$ cat src/design/sccg_pkg.sv
// Shared types and constants for the serial CRC generate/check unit.
package sccg_pkg;

  // Upper bound on the CRC length handled by the datapath
  localparam int MAX_CHECK_WIDTH = 32;

  // Width of the CRC length register and of width-related counters
  localparam int CW_W = 6;

  // Configuration register indexes
  localparam logic [1:0] CFG_DIVISOR = 2'd0;
  localparam logic [1:0] CFG_WIDTH   = 2'd1;
  localparam logic [1:0] CFG_MODE    = 2'd2;

  // Configuration reset values
  localparam logic [31:0]     DIVISOR_RST = 32'd5;
  localparam logic [CW_W-1:0] WIDTH_RST   = 6'd3;
  localparam logic            MODE_RST    = 1'b0;

  // Depth of the job queue between front and back
  localparam int QUEUE_DEPTH = 4;

  // Kind of work handed from front to back
  typedef enum logic [1:0] {
    JOB_ECHO,
    JOB_CRC,
    JOB_VERDICT
  } job_kind_t;

  // One queued job (the remainder snapshot travels beside it)
  typedef struct packed {
    job_kind_t         kind;
    logic              data_bit;
    logic              error;
    logic [CW_W-1:0]   width;
  } job_t;

endpackage

$ cat src/design/sccg_front.sv
// Front end: configuration registers, bit-serial division and job classification.
module sccg_front #(
  parameter int MAX_CHECK_WIDTH = sccg_pkg::MAX_CHECK_WIDTH,
  localparam int CAP_W = (MAX_CHECK_WIDTH < 32) ? MAX_CHECK_WIDTH : 32
) (
  input  logic                   clk,
  input  logic                   rst_n,
  input  logic                   cfg_valid,
  input  logic [1:0]             cfg_index,
  input  logic [31:0]            cfg_data,
  input  logic                   in_valid,
  input  logic                   in_data_bit,
  input  logic                   in_final_bit,
  output logic                   in_stall,
  input  logic                   full_i,
  output logic                   push_o,
  output sccg_pkg::job_t         job_o,
  output logic [CAP_W-1:0]       rem_o
);

  localparam logic [sccg_pkg::CW_W-1:0] CAP_WV = sccg_pkg::CW_W'(CAP_W);

  logic [31:0]               divisor_r;
  logic [sccg_pkg::CW_W-1:0] check_width_r;
  logic                      check_mode_r;
  logic [CAP_W-1:0]          rem_r;
  logic [CAP_W-1:0]          rem_nxt;

  logic [sccg_pkg::CW_W-1:0] eff_w;
  logic [CAP_W-1:0]          mask;
  logic [CAP_W-1:0]          poly;
  logic [CAP_W-1:0]          rem_m;
  logic                      top;
  logic [CAP_W-1:0]          rem_gen;
  logic [CAP_W-1:0]          rem_chk;
  logic                      accept;

  // Configuration writes
  always_ff @(posedge clk) begin
    if (!rst_n) begin
      divisor_r     <= sccg_pkg::DIVISOR_RST;
      check_width_r <= sccg_pkg::WIDTH_RST;
      check_mode_r  <= sccg_pkg::MODE_RST;
    end else if (cfg_valid) begin
      unique case (cfg_index)
        sccg_pkg::CFG_DIVISOR: divisor_r     <= cfg_data;
        sccg_pkg::CFG_WIDTH:   check_width_r <= cfg_data[sccg_pkg::CW_W-1:0];
        sccg_pkg::CFG_MODE:    check_mode_r  <= cfg_data[0];
        default: ;
      endcase
    end
  end

  // Effective CRC length, clamped to 1..CAP_W
  always_comb begin
    if (check_width_r == '0) begin
      eff_w = sccg_pkg::CW_W'(1);
    end else if (check_width_r > CAP_WV) begin
      eff_w = CAP_WV;
    end else begin
      eff_w = check_width_r;
    end
  end

  // Width mask and leading remainder bit
  always_comb begin
    mask = '0;
    top  = 1'b0;
    for (int i = 0; i < CAP_W; i++) begin
      mask[i] = (sccg_pkg::CW_W'(i) < eff_w);
      top     = top | (rem_r[i] & (sccg_pkg::CW_W'(i) == (eff_w - 1'b1)));
    end
  end

  assign poly  = divisor_r[CAP_W-1:0] & mask;
  assign rem_m = rem_r & mask;

  // One division step: augmented for generate, plain for check
  assign rem_gen = ((rem_m << 1) & mask) ^ ((top ^ in_data_bit) ? poly : '0);
  assign rem_chk = (((rem_m << 1) | CAP_W'(in_data_bit)) & mask) ^ (top ? poly : '0);

  assign in_stall = full_i;
  assign accept   = in_valid & ~full_i;

  // Running remainder, cleared after the final bit
  always_comb begin
    rem_nxt = rem_r;
    if (accept) begin
      if (in_final_bit) begin
        rem_nxt = '0;
      end else begin
        rem_nxt = check_mode_r ? rem_chk : rem_gen;
      end
    end
  end

  always_ff @(posedge clk) begin
    if (!rst_n) begin
      rem_r <= '0;
    end else begin
      rem_r <= rem_nxt;
    end
  end

  // Classify the request; check bits before the last make no job
  assign push_o = accept & (~check_mode_r | in_final_bit);

  always_comb begin
    job_o.data_bit = in_data_bit;
    job_o.error    = |rem_chk;
    job_o.width    = eff_w;
    if (check_mode_r) begin
      job_o.kind = sccg_pkg::JOB_VERDICT;
    end else if (in_final_bit) begin
      job_o.kind = sccg_pkg::JOB_CRC;
    end else begin
      job_o.kind = sccg_pkg::JOB_ECHO;
    end
  end

  assign rem_o = rem_gen;

endmodule

$ cat src/design/sccg_queue.sv
// Short register queue carrying jobs from front to back.
module sccg_queue #(
  parameter int DATA_W = 8,
  parameter int DEPTH  = sccg_pkg::QUEUE_DEPTH,
  localparam int PTR_W = (DEPTH > 1) ? $clog2(DEPTH) : 1,
  localparam int CNT_W = $clog2(DEPTH + 1)
) (
  input  logic              clk,
  input  logic              rst_n,
  input  logic              push,
  input  logic [DATA_W-1:0] din,
  input  logic              pop,
  output logic [DATA_W-1:0] dout,
  output logic              full,
  output logic              empty
);

  logic [DATA_W-1:0] mem_r [DEPTH];
  logic [PTR_W-1:0]  wr_ptr_r;
  logic [PTR_W-1:0]  wr_ptr_nxt;
  logic [PTR_W-1:0]  rd_ptr_r;
  logic [PTR_W-1:0]  rd_ptr_nxt;
  logic [CNT_W-1:0]  count_r;
  logic [CNT_W-1:0]  count_nxt;

  assign full  = (count_r == CNT_W'(DEPTH));
  assign empty = (count_r == '0);
  assign dout  = mem_r[rd_ptr_r];

  // Pointer and fill-count update
  always_comb begin
    wr_ptr_nxt = wr_ptr_r;
    rd_ptr_nxt = rd_ptr_r;
    count_nxt  = count_r;
    if (push) begin
      wr_ptr_nxt = (wr_ptr_r == PTR_W'(DEPTH - 1)) ? '0 : wr_ptr_r + 1'b1;
    end
    if (pop) begin
      rd_ptr_nxt = (rd_ptr_r == PTR_W'(DEPTH - 1)) ? '0 : rd_ptr_r + 1'b1;
    end
    if (push && !pop) begin
      count_nxt = count_r + 1'b1;
    end else if (pop && !push) begin
      count_nxt = count_r - 1'b1;
    end
  end

  always_ff @(posedge clk) begin
    if (!rst_n) begin
      wr_ptr_r <= '0;
      rd_ptr_r <= '0;
      count_r  <= '0;
    end else begin
      wr_ptr_r <= wr_ptr_nxt;
      rd_ptr_r <= rd_ptr_nxt;
      count_r  <= count_nxt;
    end
  end

  // Storage
  always_ff @(posedge clk) begin
    if (push) begin
      mem_r[wr_ptr_r] <= din;
    end
  end

`ifndef ASSERT_OFF
  a_count_bound: assert property (@(posedge clk) disable iff (!rst_n)
    count_r <= CNT_W'(DEPTH))
    else $error("queue fill count beyond depth");

  a_no_overflow: assert property (@(posedge clk) disable iff (!rst_n)
    full && !pop |=> count_r == CNT_W'(DEPTH))
    else $error("queue lost an entry while full");
`endif

endmodule

$ cat src/design/sccg_back.sv
// Back end: turns queued jobs into result items through an output register.
module sccg_back #(
  parameter int MAX_CHECK_WIDTH = sccg_pkg::MAX_CHECK_WIDTH,
  localparam int CAP_W = (MAX_CHECK_WIDTH < 32) ? MAX_CHECK_WIDTH : 32
) (
  input  logic              clk,
  input  logic              rst_n,
  input  logic              empty_i,
  input  sccg_pkg::job_t    job_i,
  input  logic [CAP_W-1:0]  rem_i,
  output logic              pop_o,
  output logic              out_valid,
  input  logic              out_stall,
  output logic              out_code_bit,
  output logic              out_is_check_bit,
  output logic              out_error_found,
  output logic              out_run_end
);

  localparam logic [sccg_pkg::CW_W-1:0] CAP_WV = sccg_pkg::CW_W'(CAP_W);

  logic                      out_valid_r,     out_valid_nxt;
  logic                      code_bit_r,      code_bit_nxt;
  logic                      is_check_bit_r,  is_check_bit_nxt;
  logic                      error_found_r,   error_found_nxt;
  logic                      run_end_r,       run_end_nxt;
  logic [CAP_W-1:0]          shift_r,         shift_nxt;
  logic [sccg_pkg::CW_W-1:0] cnt_r,           cnt_nxt;
  logic                      advance;

  assign advance = ~out_valid_r | ~out_stall;

  // Result selection: CRC tail first, then the next queued job
  always_comb begin
    out_valid_nxt    = out_valid_r;
    code_bit_nxt     = code_bit_r;
    is_check_bit_nxt = is_check_bit_r;
    error_found_nxt  = error_found_r;
    run_end_nxt      = run_end_r;
    shift_nxt        = shift_r;
    cnt_nxt          = cnt_r;
    pop_o            = 1'b0;
    if (advance) begin
      if (cnt_r != '0) begin
        out_valid_nxt    = 1'b1;
        code_bit_nxt     = shift_r[CAP_W-1];
        is_check_bit_nxt = 1'b1;
        error_found_nxt  = 1'b0;
        run_end_nxt      = (cnt_r == sccg_pkg::CW_W'(1));
        shift_nxt        = shift_r << 1;
        cnt_nxt          = cnt_r - 1'b1;
      end else if (!empty_i) begin
        pop_o            = 1'b1;
        out_valid_nxt    = 1'b1;
        is_check_bit_nxt = 1'b0;
        unique case (job_i.kind)
          sccg_pkg::JOB_ECHO: begin
            code_bit_nxt    = job_i.data_bit;
            error_found_nxt = 1'b0;
            run_end_nxt     = 1'b1;
          end
          sccg_pkg::JOB_CRC: begin
            code_bit_nxt    = job_i.data_bit;
            error_found_nxt = 1'b0;
            run_end_nxt     = 1'b0;
            // align the remainder's top bit to the MSB of the shifter
            shift_nxt       = rem_i << (CAP_WV - job_i.width);
            cnt_nxt         = job_i.width;
          end
          sccg_pkg::JOB_VERDICT: begin
            code_bit_nxt    = 1'b0;
            error_found_nxt = job_i.error;
            run_end_nxt     = 1'b1;
          end
          default: begin
            code_bit_nxt    = 1'b0;
            error_found_nxt = 1'b0;
            run_end_nxt     = 1'b1;
          end
        endcase
      end else begin
        out_valid_nxt = 1'b0;
      end
    end
  end

  // Control state
  always_ff @(posedge clk) begin
    if (!rst_n) begin
      out_valid_r <= 1'b0;
      cnt_r       <= '0;
    end else begin
      out_valid_r <= out_valid_nxt;
      cnt_r       <= cnt_nxt;
    end
  end

  // Payload
  always_ff @(posedge clk) begin
    code_bit_r     <= code_bit_nxt;
    is_check_bit_r <= is_check_bit_nxt;
    error_found_r  <= error_found_nxt;
    run_end_r      <= run_end_nxt;
    shift_r        <= shift_nxt;
  end

  assign out_valid        = out_valid_r;
  assign out_code_bit     = code_bit_r;
  assign out_is_check_bit = is_check_bit_r;
  assign out_error_found  = error_found_r;
  assign out_run_end      = run_end_r;

`ifndef ASSERT_OFF
  a_tail_valid: assert property (@(posedge clk) disable iff (!rst_n)
    cnt_r != '0 |-> out_valid_r)
    else $error("CRC tail pending without a valid result");

  a_tail_end: assert property (@(posedge clk) disable iff (!rst_n)
    out_valid_r && is_check_bit_r && run_end_r |-> cnt_r == '0)
    else $error("last CRC bit shown with tail bits left");
`endif

endmodule

$ cat src/design/serial_crc_generate_check_unit.sv
// Top level of the bit-serial CRC generate/check unit.
//
//  channel  dir  handshake          payload
//  in_      in   in_valid/in_stall  in_data_bit, in_final_bit
//  out_     out  out_valid/out_stall out_code_bit, out_is_check_bit, out_error_found, out_run_end
//  cfg_     in   cfg_valid/cfg_ready cfg_index[1:0], cfg_data[31:0]
//
// One input bit is taken per cycle while in_stall is low; the remainder update is a single XOR step in the front.
// With the back end idle, a request's result is written into the job queue and then into the output register.
// A final bit in generate mode occupies the back end while it emits the code bit and then the CRC bits; the
// four-entry job queue absorbs input meanwhile, and in_stall rises only when it is full.
// Synchronous active-low reset clears the remainder, empties the queue and clears out_valid.
// cfg_ready is always high; writes take effect on the next cycle.
module serial_crc_generate_check_unit #(
  parameter int MAX_CHECK_WIDTH = sccg_pkg::MAX_CHECK_WIDTH
) (
  input  logic        clk,
  input  logic        rst_n,
  input  logic        cfg_valid,
  output logic        cfg_ready,
  input  logic [1:0]  cfg_index,
  input  logic [31:0] cfg_data,
  input  logic        in_valid,
  output logic        in_stall,
  input  logic        in_data_bit,
  input  logic        in_final_bit,
  output logic        out_valid,
  input  logic        out_stall,
  output logic        out_code_bit,
  output logic        out_is_check_bit,
  output logic        out_error_found,
  output logic        out_run_end
);

  localparam int CAP_W  = (MAX_CHECK_WIDTH < 32) ? MAX_CHECK_WIDTH : 32;
  localparam int JOB_W  = $bits(sccg_pkg::job_t);
  localparam int DATA_W = JOB_W + CAP_W;

  logic              push;
  logic              pop;
  logic              full;
  logic              empty;
  sccg_pkg::job_t    job_in;
  sccg_pkg::job_t    job_out;
  logic [CAP_W-1:0]  rem_in;
  logic [CAP_W-1:0]  rem_out;
  logic [DATA_W-1:0] q_din;
  logic [DATA_W-1:0] q_dout;

  assign cfg_ready = 1'b1;

  // Front: division and classification
  sccg_front #(
    .MAX_CHECK_WIDTH(MAX_CHECK_WIDTH)
  ) u_front (
    .clk          (clk),
    .rst_n        (rst_n),
    .cfg_valid    (cfg_valid),
    .cfg_index    (cfg_index),
    .cfg_data     (cfg_data),
    .in_valid     (in_valid),
    .in_data_bit  (in_data_bit),
    .in_final_bit (in_final_bit),
    .in_stall     (in_stall),
    .full_i       (full),
    .push_o       (push),
    .job_o        (job_in),
    .rem_o        (rem_in)
  );

  // Job queue
  assign q_din   = {job_in, rem_in};
  assign job_out = sccg_pkg::job_t'(q_dout[DATA_W-1:CAP_W]);
  assign rem_out = q_dout[CAP_W-1:0];

  sccg_queue #(
    .DATA_W (DATA_W),
    .DEPTH  (sccg_pkg::QUEUE_DEPTH)
  ) u_queue (
    .clk   (clk),
    .rst_n (rst_n),
    .push  (push),
    .din   (q_din),
    .pop   (pop),
    .dout  (q_dout),
    .full  (full),
    .empty (empty)
  );

  // Back: result sequencing
  sccg_back #(
    .MAX_CHECK_WIDTH(MAX_CHECK_WIDTH)
  ) u_back (
    .clk              (clk),
    .rst_n            (rst_n),
    .empty_i          (empty),
    .job_i            (job_out),
    .rem_i            (rem_out),
    .pop_o            (pop),
    .out_valid        (out_valid),
    .out_stall        (out_stall),
    .out_code_bit     (out_code_bit),
    .out_is_check_bit (out_is_check_bit),
    .out_error_found  (out_error_found),
    .out_run_end      (out_run_end)
  );

`ifndef ASSERT_OFF
  a_verdict_clean: assert property (@(posedge clk) disable iff (!rst_n)
    out_valid && out_error_found |-> !out_is_check_bit && !out_code_bit && out_run_end)
    else $error("verdict result carries code bits");
`endif

endmodule
$ cat config.mk
export PLATFORM = sky130hd
export DESIGN_NAME = serial_crc_generate_check_unit
export DESIGN_NICKNAME = d
export VERILOG_FILES = /design/src/design/sccg_pkg.sv /design/src/design/sccg_front.sv /design/src/design/sccg_queue.sv /design/src/design/sccg_back.sv /design/src/design/serial_crc_generate_check_unit.sv
export SDC_FILE = /design/constraint.sdc
export NUM_CORES = 1
export LEC_CHECK = 0
export BUFFER_PORTS_ARGS = -buffer_cell sky130_fd_sc_hd__buf_2
export CAP_MARGIN = 20
export CORE_MARGIN = 3
export CORE_UTILIZATION = 55
export DETAILED_ROUTE_END_ITERATION = 10
export GPL_TIMING_DRIVEN = 0
export PLACE_DENSITY = 0.72
export SLEW_MARGIN = 40
export SYNTH_ARGS = -nofsm -noshare
export SYNTH_HDL_FRONTEND = slang
export SYNTH_SLANG_ARGS = --single-unit
$ cat constraint.sdc
create_clock -name clk -period 4.2 [get_ports clk]
set_input_delay 0.21 -clock clk [delete_from_list [all_inputs] [get_ports clk]]
set_output_delay 0.21 -clock clk [all_outputs]
set_load 0.05 [all_outputs]
==> results.json, run 1 <==
{
  "outcome": "finished with violations",
  "violations_in_the_final_reports": "negative setup slack",
  "wire_per_inst_microns": 26.8,
  "clkTransAtPathRegs_ps": 60,
  "die-height_microns": 174,
  "avgSynthCellArea_sq_um": 11.3,
  "cp_slowest_stage_delay_ps": 610,
  "r2r_setup_slk_ps": -20,
  "floorplan.die_area_sq_um": 30200,
  "number_of_iterations_in_the_first_detailed_routing_pass": 8,
  "fp.dieW_microns": 174,
  "slew_headroom_pct": 37.6,
  "final.fill_count": 2130,
  "count_of_buffers_added_by_post_cts_timing_repair_for_setup": 0,
  "multi_input_comb_area_sq_um": 7090,
  "worstSetupPathType": "reg2reg",
  "synth.distinct_cells": 87,
  "worst_skew_pair_later_pin_latency_ps": 580,
  "required_ps": 4470,
  "mappedNetlistNets": 1418,
  "synth_seq_area_share_pct": 50.8,
  "fin_ws_ps": -16.0,
  "crit_chain": "inv_2 > or4_4 > a311oi_4 > nor4_2 > nor3_2 > clkbuf_1 > o21ai_0 > xnor2_1 > a21oi_1",
  "globalplace.congestion": 1.04,
  "startpoint_type_of_the_worst_setup_path": "flip-flop",
  "antenna_left": 0,
  "power-per-cell-area_nw_per_um2": 609,
  "worstMarginPinSlew_ps": 928,
  "ys.warnings.count": 0,
  "gr-usage-all-layers_pct": 33.0,
  "worstPathMaxFanout": 10,
  "io_buffer_count": 46,
  "detailroute.via_count": 12100,
  "initial_utilization_pct": 56.7,
  "setup_viol": 4,
  "cts_tree": "done",
  "cp_num_buf_inv": 2,
  "cts.sinks": 291,
  "num_antenna_cells": 0,
  "finClkSkew_ps": 15.8,
  "cts_root_buf": "sky130_fd_sc_hd__clkbuf_16",
  "cts_bufs_inserted": 30,
  "clock_tree.buffer_depth": 3,
  "first_iter_violations": 1405,
  "synth_ff_type": "sky130_fd_sc_hd__edfxtp_1",
  "core_footprint_sq_um": 27300,
  "post_synth_inst_count": 1367,
  "cellLeakagePower_nw": 6.20,
  "grt_first_pass_wirelength_mm": 75.8,
  "slew_violations": 0,
  "finalInstanceArea_sq_um": 17700,
  "first_global_vias": 12000,
  "synth_area_sq_um": 15500,
  "grt_antenna_before_repair": 1,
  "ioPinCount": 48,
  "detail_route.drc_violations": 0,
  "netlist.top_cell.by_area": "sky130_fd_sc_hd__edfxtp_1",
  "synth-edff-count": 204,
  "number_of_nets_in_the_finished_design": 1531,
  "sum_neg_setup_slack_ps": -61.5,
  "hpwl_detailed_mm": 37.3,
  "layout_worst_path_cycle_share_pct": 100,
  "timing.critical_path.to_type": "flip-flop",
  "vdd_drop_max_mv": 0.356,
  "post_placement_setup_slack_ps": -405,
  "route.detailed.vias_per_inst": 6.45,
  "area_growth_syn_to_layout_pct": 14.1,
  "htree_num_levels": 1,
  "drive_above_1_share_pct": 17.8,
  "proportion_of_netlist_area_held_by_the_largest_area_contributor_pct": 39.5,
  "synth_top_cells_by_area": "sky130_fd_sc_hd__edfxtp_1 (40%), sky130_fd_sc_hd__dfxtp_1 (11%), sky130_fd_sc_hd__mux4_2 (6.4%)",
  "postSynthRegisterBits": 291,
  "finalNonFillerCells": 1876,
  "fmax_ghz": 0.237,
  "register_area_sq_um": 7870,
  "cp_arrival_ps": 4480,
  "cp_delay_by_family_top": "compound AO/OA/AOI/OAI gates",
  "hold_class": "in2reg",
  "post_synthesis_async_set_or_reset_flop_share_pct": 0,
  "grt_max_degree": 39,
  "drt-total-wl_mm": 50.2,
  "placement.cell_area_sq_um": 16300,
  "row_count": 60,
  "globalRouteOverflowTotal": 0,
  "drv.max_cap_violation_count": 0,
  "placed_cells_incl_taps": 1789,
  "finalHoldViolCount": 0,
  "worst_path_max_delay_cell": "sky130_fd_sc_hd__a21oi_1",
  "period_minus_slack_ps": 4220
}
[layer usage]
metal  global-route usage, %  part of all wire, %  up-vias  wire length [microns]
met2                    53.7                   47      604                  23400
li1                        -                    -     5385                      -
met4                    11.6                  4.3        0                   2150
met1                    46.0                   41     5978                  20800
met5                       0                    0        -                      0
met3                    4.25                  7.6      127                   3810
[kinds of logic after synthesis]
logic type	share of synthesized area, %
compound gates	14.8
xor+xnor	4.01
fa+ha+maj	0.856
buf+inv	3.83
flops	50.8
mux	12.7
other cells	0.0242
simple gates	13.0
[cell type report]
class / instances / area share, %
Sequential cell: 291 / 44.5
Multi-Input combinational cell: 950 / 40.1
Clock buffer: 40 / 4.68
Timing Repair Buffer: 82 / 3.57
Buffer: 97 / 2.75
Tap cell: 372 / 2.63
Clock inverter: 16 / 1.15
Inverter: 28 / 0.594
[worst reg2reg max path, cell delays in order, from the launching register on]
cell and delay, ps:
sky130_fd_sc_hd__dfxtp_1 560, sky130_fd_sc_hd__inv_2 140, sky130_fd_sc_hd__or4_4 570, sky130_fd_sc_hd__a311oi_4 540, sky130_fd_sc_hd__nor4_2 190, sky130_fd_sc_hd__nor3_2 320, sky130_fd_sc_hd__clkbuf_1 600, sky130_fd_sc_hd__o21ai_0 210
sky130_fd_sc_hd__xnor2_1 180, sky130_fd_sc_hd__a21oi_1 610
[final timing paths]
check	cells past startpoint	endpoint	from
max	9	u_queue.mem_r[0][11]	u_front.check_width_r[0]
min	4	u_front.divisor_r[15]	cfg_index[1]
max reg2reg	9	u_queue.mem_r[0][11]	u_front.check_width_r[0]
min reg2reg	2	u_front.rem_r[20]	u_front.rem_r[20]
[stage by stage]
step	hold slack [ps]	utilization (%)	power [mW]
finish	41.8	64.7	10.8
global placement	445	59.3	7.83
floorplan	309	-	6.77
CTS	29.6	64.6	10.7
global route	35.6	64.7	11.3
detailed placement	441	59.7	7.95
[placed cells by master, fill, tap and decap left out, drive strengths merged, types with 10 or more instances in the layout]
| cell type | instances |
|---|---|
| nor3 | 19 |
| edfxtp | 204 |
| nand3 | 23 |
| clkbuf | 94 |
| o211ai | 12 |
| a32oi | 12 |
| clkinv | 10 |
| nand2 | 163 |
| dlygate4sd3 | 32 |
| a21o | 10 |
| mux4 | 44 |
| o31ai | 21 |
| xnor2 | 42 |
| nand3b | 10 |
| a32o | 15 |
| mux2 | 40 |
| dfxtp | 87 |
| a21boi | 36 |
| and2 | 18 |
| a21oi | 41 |
| inv | 30 |
| nor2b | 19 |
| buf | 93 |
| nor2 | 69 |
| mux2i | 53 |
| a22oi | 11 |
| xor2 | 29 |
| a31oi | 10 |
| nand2b | 15 |
| o21ai | 103 |
[report_power, final]
| group | internal [mW] | switching, mW | total [mW] |
|---|---|---|---|
| Clock | 1.63 | 1.13 | 2.76 |
| Combinational | 1.59 | 2.57 | 4.16 |
| Sequential | 3.67 | 0.180 | 3.85 |
[Yosys cell counts, types with 8 or more instances]
cell                         n
sky130_fd_sc_hd__or3_1       8
sky130_fd_sc_hd__ha_1        9
sky130_fd_sc_hd__a21boi_0   35
sky130_fd_sc_hd__nor3b_1     9
sky130_fd_sc_hd__nor3_1     16
sky130_fd_sc_hd__nand4_1     8
sky130_fd_sc_hd__buf_6      10
sky130_fd_sc_hd__a31oi_1    10
sky130_fd_sc_hd__o31ai_1    21
sky130_fd_sc_hd__nor2b_1    19
sky130_fd_sc_hd__edfxtp_1  204
sky130_fd_sc_hd__nand3b_1   10
sky130_fd_sc_hd__a22oi_1    11
sky130_fd_sc_hd__buf_2      23
sky130_fd_sc_hd__a32oi_1    12
sky130_fd_sc_hd__mux2_2     37
sky130_fd_sc_hd__inv_1      26
sky130_fd_sc_hd__nand2b_1   15
sky130_fd_sc_hd__mux2i_1    53
sky130_fd_sc_hd__and2_1     17
sky130_fd_sc_hd__a32o_1     15
sky130_fd_sc_hd__o221ai_1    9
sky130_fd_sc_hd__nor2_1     69
sky130_fd_sc_hd__mux4_2     44
sky130_fd_sc_hd__o21ai_1    22
sky130_fd_sc_hd__a21oi_1    41
sky130_fd_sc_hd__nand2_1   163
sky130_fd_sc_hd__nand3_1    22
sky130_fd_sc_hd__o21ai_2     9
sky130_fd_sc_hd__xor2_1     29
sky130_fd_sc_hd__dfxtp_1    87
sky130_fd_sc_hd__o21ai_0    72
sky130_fd_sc_hd__a21o_1     10
sky130_fd_sc_hd__xnor2_1    42
sky130_fd_sc_hd__o211ai_1   12
sky130_fd_sc_hd__and3_1      8
sky130_fd_sc_hd__clkbuf_1   53
[what timing repair did]
action / in CTS / in global routing
cloned: 0 / 0
setup endpoints to repair: 23 / 5
hold endpoints to repair: 39 / 0
hold buffers: 32 / 0
gates resized for setup: 0 / 4
pin swaps: 0 / 0
[registers in the layout (all words and copies together) (netlist names), 2 cells and up, named ones only]
name and count:
u_queue.count_r 3, u_back.cnt_r 6, u_front.rem_r 32, u_queue.wr_ptr_r 2
u_back.shift_r 32, u_front.divisor_r 32, u_front.check_width_r 6, u_queue.rd_ptr_r 2
u_queue.mem_r 168
(Power assumes the default switching activity.)
==> inputs of run 2 (changes only) <==
--- a/config.mk
+++ b/config.mk
@@ -7,7 +7,7 @@
 export LEC_CHECK = 0
 export BUFFER_PORTS_ARGS = -buffer_cell sky130_fd_sc_hd__buf_2
 export CAP_MARGIN = 20
-export CORE_MARGIN = 3
+export CORE_MARGIN = 5
 export CORE_UTILIZATION = 55
 export DETAILED_ROUTE_END_ITERATION = 10
 export GPL_TIMING_DRIVEN = 0
==> constraint.sdc (replaced) <==
create_clock -name clk -period 4.2 [get_ports clk]
set_input_delay 0.42 -clock clk [delete_from_list [all_inputs] [get_ports clk]]
set_output_delay 0.42 -clock clk [all_outputs]
set_load 0.05 [all_outputs]
==> results.json, run 2 (same netlist as run 1, synthesis figures left out) <==
{
  "startpoint_type_of_the_worst_setup_path": "flip-flop",
  "row_count": 61,
  "fp.dieW_microns": 178,
  "max_ffs_per_register": 168,
  "register_area_sq_um": 7870,
  "crit_chain": "inv_2 > or4_4 > a311oi_4 > nor4_2 > nor3_2 > clkbuf_1 > o21ai_0 > xnor2_1 > nor2_1",
  "final.fill_count": 2316,
  "required_ps": 4480,
  "core_footprint_sq_um": 27800,
  "grt_first_pass_wirelength_mm": 72.0,
  "cts.sinks": 291,
  "most-common-layout-cells": "sky130_fd_sc_hd__edfxtp_1 (204), sky130_fd_sc_hd__nand2_1 (163), sky130_fd_sc_hd__dfxtp_1 (87)",
  "worst_path_max_delay_cell": "sky130_fd_sc_hd__a311oi_4",
  "cts_root_buf": "sky130_fd_sc_hd__clkbuf_16",
  "cts_tree": "done",
  "drv.max_cap_violation_count": 0,
  "sum_neg_setup_slack_ps": 0,
  "detail_route.drc_violations": 0,
  "count_of_buffers_added_by_post_cts_timing_repair_for_setup": 0,
  "finClkSkew_ps": 29.5,
  "period_minus_slack_ps": 4100,
  "globalRouteOverflowTotal": 0,
  "hold_class": "in2reg",
  "grt_max_degree": 39,
  "wire_per_inst_microns": 26.0,
  "outcome": "finished, final reports clean",
  "detailroute.via_count": 11900,
  "hpwl_detailed_mm": 36.3,
  "placement.cell_area_sq_um": 16300,
  "num_antenna_cells": 0,
  "holdWs_ps": 78.8,
  "drt-total-wl_mm": 48.2,
  "cp_arrival_ps": 4380,
  "globalplace.congestion": 1.04,
  "vdd_drop_max_mv": 0.349,
  "regMostFlops": "u_queue.mem_r",
  "timing.critical_path.to_type": "flip-flop",
  "cp_slowest_stage_delay_ps": 590,
  "first_iter_violations": 1388,
  "ioPinCount": 48,
  "layout_commonest_cell": "sky130_fd_sc_hd__edfxtp_1",
  "worstSetupPathType": "reg2reg",
  "die-height_microns": 178,
  "grt_antenna_before_repair": 0,
  "worstMarginPinSlew_ps": 862,
  "drive_above_1_share_pct": 18.5,
  "gr-usage-all-layers_pct": 30.4,
  "clock_tree.buffer_depth": 3,
  "floorplan.die_area_sq_um": 31600,
  "number_of_nets_in_the_finished_design": 1500,
  "finalInstanceArea_sq_um": 17400,
  "grt_setup_unrepaired": "false",
  "cellLeakagePower_nw": 6.06,
  "antenna_left": 0,
  "slew_headroom_pct": 42.6,
  "multi_input_comb_area_sq_um": 7090,
  "worstPathMaxFanout": 10,
  "slew_violations": 0,
  "area_growth_syn_to_layout_pct": 12.0,
  "first_global_vias": 11600,
  "io_buffer_count": 46,
  "htree_num_levels": 1,
  "fmax_ghz": 0.244,
  "route.detailed.vias_per_inst": 6.41,
  "layout_worst_path_cycle_share_pct": 97.7,
  "clkTransAtPathRegs_ps": 60,
  "setup_viol": 0,
  "power-per-cell-area_nw_per_um2": 615,
  "initial_utilization_pct": 55.8,
  "number_of_iterations_in_the_first_detailed_routing_pass": 5,
  "worst_skew_pair_later_pin_latency_ps": 590,
  "cts_bufs_inserted": 31,
  "finalHoldViolCount": 0
}
-- run 2: worst max-delay path: cells and delay by family, from the launching register on --
family	cells	cell delay, ps
compound gates	2	790
buf+inv	2	670
flops	1	570
xor+xnor	1	160
simple gates	4	1590
-- run 2: layout make-up --
class                   count  area share (%)
flip-flops and latches    291            45.3
multi-input cells         950            40.8
clock buffers              42            4.88
plain buffers              97            2.80
well taps                 378            2.72
repair buffers             50            1.79
clock inverters            15            1.07
inverters                  28           0.605
-- run 2: layer usage --
metal	part of all wire, %	global-route usage, %	wire length, microns
met5	0	0	0
met4	5.1	12.4	2450
met3	6.9	4.05	3340
met2	48	50.2	22900
met1	40	40.8	19500
-- run 2: repair_timing --
action / 4_1_cts / 5_1_grt
setup endpoints to repair: 18 / 5
gates resized for setup: 0 / 2
endpoints found under the hold margin: 0 / 0
hold buffers: 0 / 0
-- run 2: where the power goes --
| part | internal (mW) | total, mW | switching [mW] |
|---|---|---|---|
| sequential | 3.66 | 3.84 | 0.172 |
| clock | 1.61 | 2.77 | 1.17 |
| combinational | 1.56 | 4.07 | 2.51 |
-- run 2: through the flow --
stage | total power [mW] | utilization [%] | setup WS [ps] | cells
4_1_cts | 10.7 | 62.5 | 94.3 | 1851
2_1_floorplan | 6.77 | - | 666 | 1367
6_report | 10.7 | 62.5 | 96.9 | 1851
3_5_place_dp | 7.89 | 58.8 | -262 | 1795
3_3_place_gp | 7.79 | 58.3 | -233 | 1791
5_1_grt | 11.2 | 62.5 | 33.6 | 1851
-- run 2: final timing paths --
path	startpoint	end	slack, ps	cells after the start
setup / recovery	u_front.check_width_r[0]	u_queue.mem_r[0][10]	100	9
hold / removal	cfg_data[2]	u_front.divisor_r[2]	80	3
setup reg to reg	u_front.check_width_r[0]	u_queue.mem_r[0][10]	100	9
hold reg to reg	u_front.rem_r[20]	u_front.rem_r[20]	480	2
==> inputs of run 3 (changes only) <==
==> constraint.sdc (replaced) <==
create_clock -name clk -period 4.53 [get_ports clk]
set_input_delay 0.453 -clock clk [delete_from_list [all_inputs] [get_ports clk]]
set_output_delay 0.453 -clock clk [all_outputs]
set_load 0.1 [all_outputs]
==> results.json, run 3 (same netlist as run 1, synthesis figures left out) <==
{
  "outcome": "finished, final reports clean",
  "grt_max_degree": 39,
  "hpwl_detailed_mm": 36.3,
  "most-common-layout-cells": "sky130_fd_sc_hd__edfxtp_1 (204), sky130_fd_sc_hd__nand2_1 (163), sky130_fd_sc_hd__dfxtp_1 (87)",
  "number_of_nets_in_the_finished_design": 1500,
  "startpoint_type_of_the_worst_setup_path": "flip-flop",
  "worstMarginPinSlew_ps": 866,
  "register_area_sq_um": 7870,
  "row_count": 61,
  "drt-total-wl_mm": 48.2,
  "finalInstanceArea_sq_um": 17400,
  "placed_cells_incl_taps": 1795,
  "worstPathMaxFanout": 16,
  "regMostFlops": "u_queue.mem_r",
  "finalNonFillerCells": 1851,
  "hold_class": "in2reg",
  "layout_commonest_cell": "sky130_fd_sc_hd__edfxtp_1",
  "setup_viol": 0,
  "power-per-cell-area_nw_per_um2": 575,
  "holdWs_ps": 112,
  "cts.sinks": 291,
  "timing.critical_path.to_type": "flip-flop",
  "required_ps": 4830,
  "initial_utilization_pct": 55.8,
  "clkTransAtPathRegs_ps": 70,
  "slew_violations": 0,
  "detailroute.via_count": 11900,
  "io_buffer_count": 46,
  "finClkSkew_ps": 29.2,
  "cts_root_buf": "sky130_fd_sc_hd__clkbuf_16",
  "drive_above_1_share_pct": 18.4,
  "first_iter_violations": 1309,
  "multi_input_comb_area_sq_um": 7090,
  "number_of_iterations_in_the_first_detailed_routing_pass": 6,
  "fp.dieW_microns": 178,
  "ioPinCount": 48,
  "count_of_buffers_added_by_post_cts_timing_repair_for_setup": 0,
  "period_minus_slack_ps": 4160,
  "wire_per_inst_microns": 26.0,
  "die-height_microns": 178,
  "grt_first_pass_wirelength_mm": 72.1,
  "route.detailed.vias_per_inst": 6.41,
  "crit_chain": "buf_2 > mux4_2 > buf_2 > inv_1 > ha_1 > clkbuf_1 > inv_2 > clkbuf_1 > mux2i_1 > nor2_1 > a21oi_1 > mux2i_1 > a22oi_1 > o21ai_0",
  "fmax_ghz": 0.241,
  "slew_headroom_pct": 42.3,
  "cts-resized-gates": 0,
  "max_ffs_per_register": 168,
  "hold_buffer_count_at_cts": 0,
  "globalplace.congestion": 1.04,
  "layout_worst_path_cycle_share_pct": 91.8,
  "cts_tree": "done",
  "grt_setup_unrepaired": "false",
  "core_footprint_sq_um": 27800,
  "htree_num_levels": 1,
  "cts_bufs_inserted": 31,
  "cp_slowest_stage_delay_ps": 560,
  "final.fill_count": 2317,
  "antenna_left": 0,
  "worst_skew_pair_later_pin_latency_ps": 590,
  "area_growth_syn_to_layout_pct": 12.0,
  "cp_arrival_ps": 4460,
  "worstSetupPathType": "reg2reg",
  "placement.cell_area_sq_um": 16300,
  "fraction_of_the_core_area_covered_by_cells_at_the_end_of_the_flow_pct": 62.5,
  "num_antenna_cells": 0,
  "sum_neg_setup_slack_ps": 0,
  "drv.max_cap_violation_count": 0,
  "cellLeakagePower_nw": 6.06,
  "detail_route.drc_violations": 0,
  "gr-usage-all-layers_pct": 30.4,
  "cp_delay_by_family_top": "buffers and inverters",
  "finalHoldViolCount": 0,
  "cp_num_buf_inv": 6,
  "globalRouteOverflowTotal": 0,
  "grt_antenna_before_repair": 0,
  "first_global_vias": 11700,
  "vdd_drop_max_mv": 0.324,
  "clock_tree.buffer_depth": 3,
  "floorplan.die_area_sq_um": 31600,
  "worst_path_max_delay_cell": "sky130_fd_sc_hd__mux4_2"
}
-- run 3: worst paths after layout --
kind | start | end | slack (ps) | depth (start not counted)
worst min-delay path | cfg_data[17] | u_front.divisor_r[17] | 110 | 3
worst max-delay path | flip-flop | u_back.shift_r[28] | 370 | 14
worst max register to register | flip-flop | u_back.shift_r[28] | 370 | 14
worst min register to register | u_front.rem_r[20] | u_front.rem_r[20] | 480 | 2
-- run 3: stage by stage --
stage                     setup slack (ps)  power (mW)
after CTS                             37.9        9.96
after global routing                   115        10.4
after global placement                97.0        7.31
after floorplan                        996        6.37
final                                  373        9.98
after detailed placement              67.9        7.40
-- run 3: report_power, final --
| group | total (mW) | internal (mW) | switching, mW |
|---|---|---|---|
| sequential | 3.56 | 3.40 | 0.160 |
| combinational | 3.85 | 1.44 | 2.40 |
| clock | 2.57 | 1.49 | 1.08 |
-- run 3: final cells by class --
| class | count | share of cell area, % |
|---|---|---|
| clock buffers | 42 | 4.88 |
| clock inverters | 15 | 1.07 |
| repair buffers | 50 | 1.79 |
| multi-input cells | 950 | 40.8 |
| inverters | 28 | 0.605 |
| flip-flops and latches | 291 | 45.3 |
| plain buffers | 97 | 2.80 |
| well taps | 378 | 2.72 |
-- run 3: worst register-to-register path: cells and delay by family (launching register included) --
kind                       cells  cell delay (ps)
AOI/OAI and AO/OA              3              630
adders and majority gates      1              240
buffers and inverters          6             1540
DFF                            1              300
muxes                          3             1090
and+or+nand+nor                1               70
-- run 3: metal layers --
metal / vias to the layer above / track usage (%) / part of all wire [%]
met4: 0 / 12.6 / 5.1
li1: 5321 / - / -
met3: 152 / 4.11 / 6.9
met1: 5781 / 40.7 / 40
met2: 615 / 50.1 / 48
met5: - / 0 / 0
